===== src/rws_pkg.sv =====
// rws_pkg: shared types and constants for the roulette wheel selector
// no dependencies
package rws_pkg;
  localparam int MaxEntries = 1024;
  localparam int IdxW = 10;
  localparam int CntW = 11;
  localparam int FitW = 32;
  localparam int SumW = 42;
  localparam int FracW = 16;

  typedef enum logic [1:0] {
    CMD_APPEND = 2'd0,
    CMD_CLEAR  = 2'd1,
    CMD_SEL1   = 2'd2,
    CMD_SEL2   = 2'd3
  } cmd_t;

  typedef enum logic [1:0] {
    ST_OK    = 2'd0,
    ST_FULL  = 2'd1,
    ST_EMPTY = 2'd2
  } status_t;

  typedef enum logic [1:0] {
    BK_IDLE  = 2'd0,
    BK_SCALE = 2'd1,
    BK_WALK  = 2'd2,
    BK_DONE  = 2'd3
  } bk_state_t;

  // item passed from front to back
  typedef struct packed {
    cmd_t              cmd;
    logic [FitW-1:0]   fitness;
    logic [FracW-1:0]  draw_a;
    logic [FracW-1:0]  draw_b;
  } job_t;

  // result item
  typedef struct packed {
    status_t          status;
    logic [CntW-1:0]  entry_count;
    logic             hit_b;
    logic             hit_a;
    logic [IdxW-1:0]  index_b;
    logic [IdxW-1:0]  index_a;
  } res_t;
endpackage


===== src/rws_front.sv =====
// rws_front: two-entry queue in front of the back end
// depends on rws_pkg
module rws_front (
  input  logic          clk,
  input  logic          rst_n,
  input  logic          in_valid,
  output logic          in_ready,
  input  rws_pkg::job_t in_job,
  output logic          q_valid,
  input  logic          q_ready,
  output rws_pkg::job_t q_job
);
  rws_pkg::job_t buf_r [2];
  logic          wp_r, rp_r;
  logic [1:0]    cnt_r;

  assign in_ready = (cnt_r != 2'd2);
  assign q_valid  = (cnt_r != 2'd0);
  assign q_job    = buf_r[rp_r];

  always_ff @(posedge clk) begin
    if (!rst_n) begin
      wp_r  <= 1'b0;
      rp_r  <= 1'b0;
      cnt_r <= 2'd0;
    end else begin
      if (in_valid && in_ready) begin
        buf_r[wp_r] <= in_job;
        wp_r <= ~wp_r;
      end
      if (q_valid && q_ready) rp_r <= ~rp_r;
      cnt_r <= cnt_r + {1'b0, in_valid && in_ready} - {1'b0, q_valid && q_ready};
    end
  end
endmodule


===== config.mk =====
export PLATFORM = sky130hd
export DESIGN_NAME = rws_front
export DESIGN_NICKNAME = d
export VERILOG_FILES = /design/src/rws_pkg.sv /design/src/rws_front.sv
export SDC_FILE = /design/constraint.sdc
export NUM_CORES = 1
export LEC_CHECK = 0
export ABC_AREA = 1
export BUFFER_PORTS_ARGS = -buffer_cell sky130_fd_sc_hd__buf_2
export CORE_ASPECT_RATIO = 1.5
export CORE_MARGIN = 1
export CORE_UTILIZATION = 58
export CTS_BUF_LIST = sky130_fd_sc_hd__clkbuf_4 sky130_fd_sc_hd__clkbuf_8
export DETAILED_ROUTE_END_ITERATION = 8
export PLACE_DENSITY = 0.9
export SETUP_SLACK_MARGIN = 0.02
export SLEW_MARGIN = 30
export SYNTH_ARGS = -nofsm -noshare
export SYNTH_HDL_FRONTEND = slang
export SYNTH_SLANG_ARGS = --single-unit

===== constraint.sdc =====
create_clock -name clk -period 8.6 [get_ports clk]
set_input_delay 1.29 -clock clk [delete_from_list [all_inputs] [get_ports clk]]
set_output_delay 1.29 -clock clk [all_outputs]
set_load 0.01 [all_outputs]

# Word level (Yosys, flattened, before mapping)

Memories as Yosys holds them, arrays and structs flattened. A register that Yosys moved wholly into a read port is not among the register bits.
Cells that the tools add are included.

Word-level logic and storage cells: 17
Memory bits (writable): 132
Flip-flop bits (word level): 4
Memories kept: 1

Equal/unequal tests: 1
Reduce and logical (&&, ||, !) cells: 3
Bitwise gates (word level): 2
Mux-type cells: 5
$add $sub $neg: 2

Memory list:

| memory | words | bits a word | rd ports | clocked after memory_dff | wr ports | RTL line        | text |
|---|---|---|---|---|---|---|---|
| buf_r  | 2     | 66          | 1        | 1                        | 1        | rws_front.sv:13 | `rws_pkg::job_t buf_r [2];` |

Operators by type and width:

| operator                             | count |
|---|---|
| two-way mux 1 bit                    | 5 |
| adder 2 x 1 -> 2 bit                 | 1 |
| logical AND 1 bit                    | 2 |
| != test 2 bit, second input constant | 1 |
| inverter 1 bit                       | 2 |
| nonzero test 2 bit                   | 1 |
| subtractor 2 x 1 -> 2 bit            | 1 |

# Longest topological paths before layout

Depth in word-level cells: 5
Mapped depth: 11
Depth with buffers taken out: 11

# Worst setup path before layout

OpenSTA, ideal clock, no wires.

Path type: input-to-reg
Start point: input port in_valid
End point: memory buf_r[1][0] (netlist name) (enable)
Setup slack: 3991 ps
Setup time: 490 ps
Cell stages on the path: 2
Data arrival time: 4118 ps
Buffers on the path: 0
Path through: nand2_1 > nor2_1

Cells in the longest elaborated chain, start to end: 4

Ends and longest elaborated chain:

| element                                 | RTL line        | text |
|---|---|---|
| from (decl)                             | rws_front.sv:6  | `input logic in_valid,` |
| logical AND 1 bit                       | rws_front.sv:27 | `if (in_valid && in_ready) begin` |
| two-way mux 1 bit                       | rws_front.sv:27 |  |
| two-way mux 1 bit                       | rws_front.sv:22 | `if (!rst_n) begin` |
| two-way mux 1 bit (not written as such) | rws_front.sv:28 | `buf_r[wp_r] <= in_job;` |
| to (decl)                               | rws_front.sv:13 |  |

Every way passes these cells.

==> impl_metrics.ini <==
[floorplanning]
ios = 138
rows = 41
start_util_pct = 60.8
die_w_um = 79.1
die_y_um = 118
die_area_sq_mm = 0.00932
core_area_sq_mm = 0.00852

[pwr]
power.leakage_uw = 0.00252
totalPowerFinal_uw = 1780
power_density_mw_per_mm2 = 277
ir_worst_vdd_mv = 0.234

[synth]
yosysTopAreaCell = edfxtp_1
netlist_area_sq_mm = 0.00518
synth-async-reset-ratio_pct = 0
synth_edf_count = 132
synth_nets = 316
ys_types = 14
synth.most_common_cell = edfxtp_1
syn_avg_cell_area_sq_um = 21.2
yosysWarnings = 0
synthTopCellsByCount = edfxtp_1, mux2_4, mux2_2
synth_cells = 244
ys_ff_latch = 137
synth_seq_area_share_pct = 78.5
synthFlopType = edfxtp_1
synth_area_leaders = edfxtp_1, mux2_4, mux2_2
synth_top_area_share_pct = 76.6

[clock_network]
cts_num_sinks = 137
clkTransAtPathRegs_ns = 0.07
cts_made_buffers = 17
hold_buffers = 0
clockBufferDepth = 2
root_buffer = clkbuf_8
cts_max_level = 4
postCtsResizedCells = 0
cts_tree = built
clkLatencyLatePin_ns = 0.42
cts_setup_buffers = 0

[setup_path]
r2r_cells = 5
crit_fanout = 38
critical_path_class = register to output pin
worstReg2RegEnd = buf_r[1][57]$_DFFE_PP_
critPathArrivalTime_ns = 1.94
r2r_start = cnt_r[0]$_SDFF_PN0_
worstPathRequired_ns = 7.31
r2r_slack_ns = 6.32
cp-start-kind = register
end_kind = output pin

[layout]
instances_no_fill = 516
layout-drive-gt1-share_pct = 58.4
stdcell_area_sq_mm = 0.00642
fin_nets = 468
area_delta_synth_final_pct = 24.1
diodes = 0
ff_latch_area_sq_mm = 0.00407
multi_input_area_sq_mm = 0.00102
fillers = 506

[timing]
setup_violations = 0
grt_setup_unrepaired = no
max_freq_mhz = 310
fin_crit_sh_pct = 37.6
min_period_ns = 3.23
finalMaxSlewViolations = 0
finClkSkew_ns = 0.00810
slew_headroom_pct = 42.1
finalHoldViolCount = 0
worst_slew_pin_slew_ns = 0.866
timing.final.ws_setup_ns = 5.37
setup-tns-final_ns = 0

[hold_path]
hold_depth = 2
hold_path.class = register to register
hold_start = rp_r$_SDFFE_PN0P_

[global_route]
grt_pass1_vias = 2814
grt_remaining_overflow = 0
antenna_found_initial = 0
grt_pass1_wl_mm = 13.1
grt_start_max_net_pins = 67
grt.total_usage_pct = 19.7

[drt]
firstDrtPassIters = 5
routed_via_density = 5.14
ant_nets = 0
dr_total_vias = 2651
drt-initial-drc-count = 187
wl_mm = 8.63
routedWlPerCell_um = 16.7
drc = 0

[placed_design]
dp.cells = 484
hpwlAfterDp_mm = 5.72
dpl_cell_area_sq_mm = 0.00598
place_worst_setup_slack_ns = 5.41
port_buffers = 137
place_congestion = 0.701

[outcome]
status = finished clean

[flow_run]
cap_violations = 0
[registers in the layout (all words and copies together) (netlist names), named ones only]
register,cells
rp_r,1
wp_r,1
buf_r,132
cnt_r,2
[kinds of logic (layout without fill, tap and decap cells)]
family                   count (synthesis)  count (layout)  share of synthesized area (%)
AND/OR/NAND/NOR                         20              20                           1.50
flip-flops                             137             137                           78.5
adder cells (fa/ha/maj)                  2               2                          0.483
multiplexers                            66              66                           17.3
buffers and inverters                   16             181                           1.93
AO/OA/AOI/OAI                            3               3                          0.338
[layer usage]
| metal | global-route usage (%) | part of all wire, % | up-vias |
|---|---|---|---|
| met5 | 0 | 0 | - |
| met4 | 9.55 | 2.5 | 0 |
| met3 | 7.36 | 4.9 | 16 |
| met2 | 34.6 | 56 | 98 |
| met1 | 19.9 | 37 | 1296 |
| li1 | - | - | 1241 |
[power breakdown]
part | total, uW | switching (uW) | leakage, uW | internal (uW)
registers | 843 | 39.2 | 0.00125 | 804
clock network | 561 | 221 | 0.000220 | 340
logic | 378 | 181 | 0.00105 | 197
[layout by cell type, fill, tap and decap left out, types with 4 or more instances in the layout]
| master | count |
|---|---|
| inv_1 | 8 |
| clkinv_2 | 5 |
| mux2_4 | 40 |
| buf_2 | 137 |
| mux2_2 | 26 |
| nor2_1 | 7 |
| dfxtp_1 | 4 |
| edfxtp_1 | 132 |
| bufinv_16 | 5 |
| nand2_1 | 10 |
| clkbuf_8 | 17 |
[cell type report]
cell class / count / share of cell area [%]
sequential: 137 / 63.3
multi-input combinational: 91 / 15.9
timing repair buffer: 140 / 11.3
clock buffer: 17 / 3.64
clock inverter: 15 / 3.21
tap: 107 / 2.08
inverter: 9 / 0.526
[worst max-delay path: stages, from the launching register on]
cell and delay [ns]:
dfxtp_4 0.68, buf_16 0.31, mux2_2 0.38, buf_2 0.14
[worst max-delay path by stage]
| stage | endpoint | from | slack (ns) |
|---|---|---|---|
| 2_1_floorplan | buf_r[1][0]$_DFFE_PP_ | in_valid | 3.99 |
| 3_3_place_gp | buf_r[1][2]$_DFFE_PP_ | rst_n | 5.45 |
| 3_5_place_dp | buf_r[1][35]$_DFFE_PP_ | rst_n | 5.41 |
| 4_1_cts | q_job[20] | register | 5.30 |
| 5_1_grt | q_job[20] | register | 5.26 |
| 6_report | q_job[20] | register | 5.37 |
[per-stage QoR]
stage / utilization [%] / hold WS [ns]
after global placement: 70.0 / 0.490
final: 75.4 / 0.531
after floorplan: - / 0.467
after detailed placement: 70.3 / 0.519
after CTS: 75.4 / 0.546
after global routing: 75.4 / 0.583
Note: power is estimated with default switching activity, not from simulation.
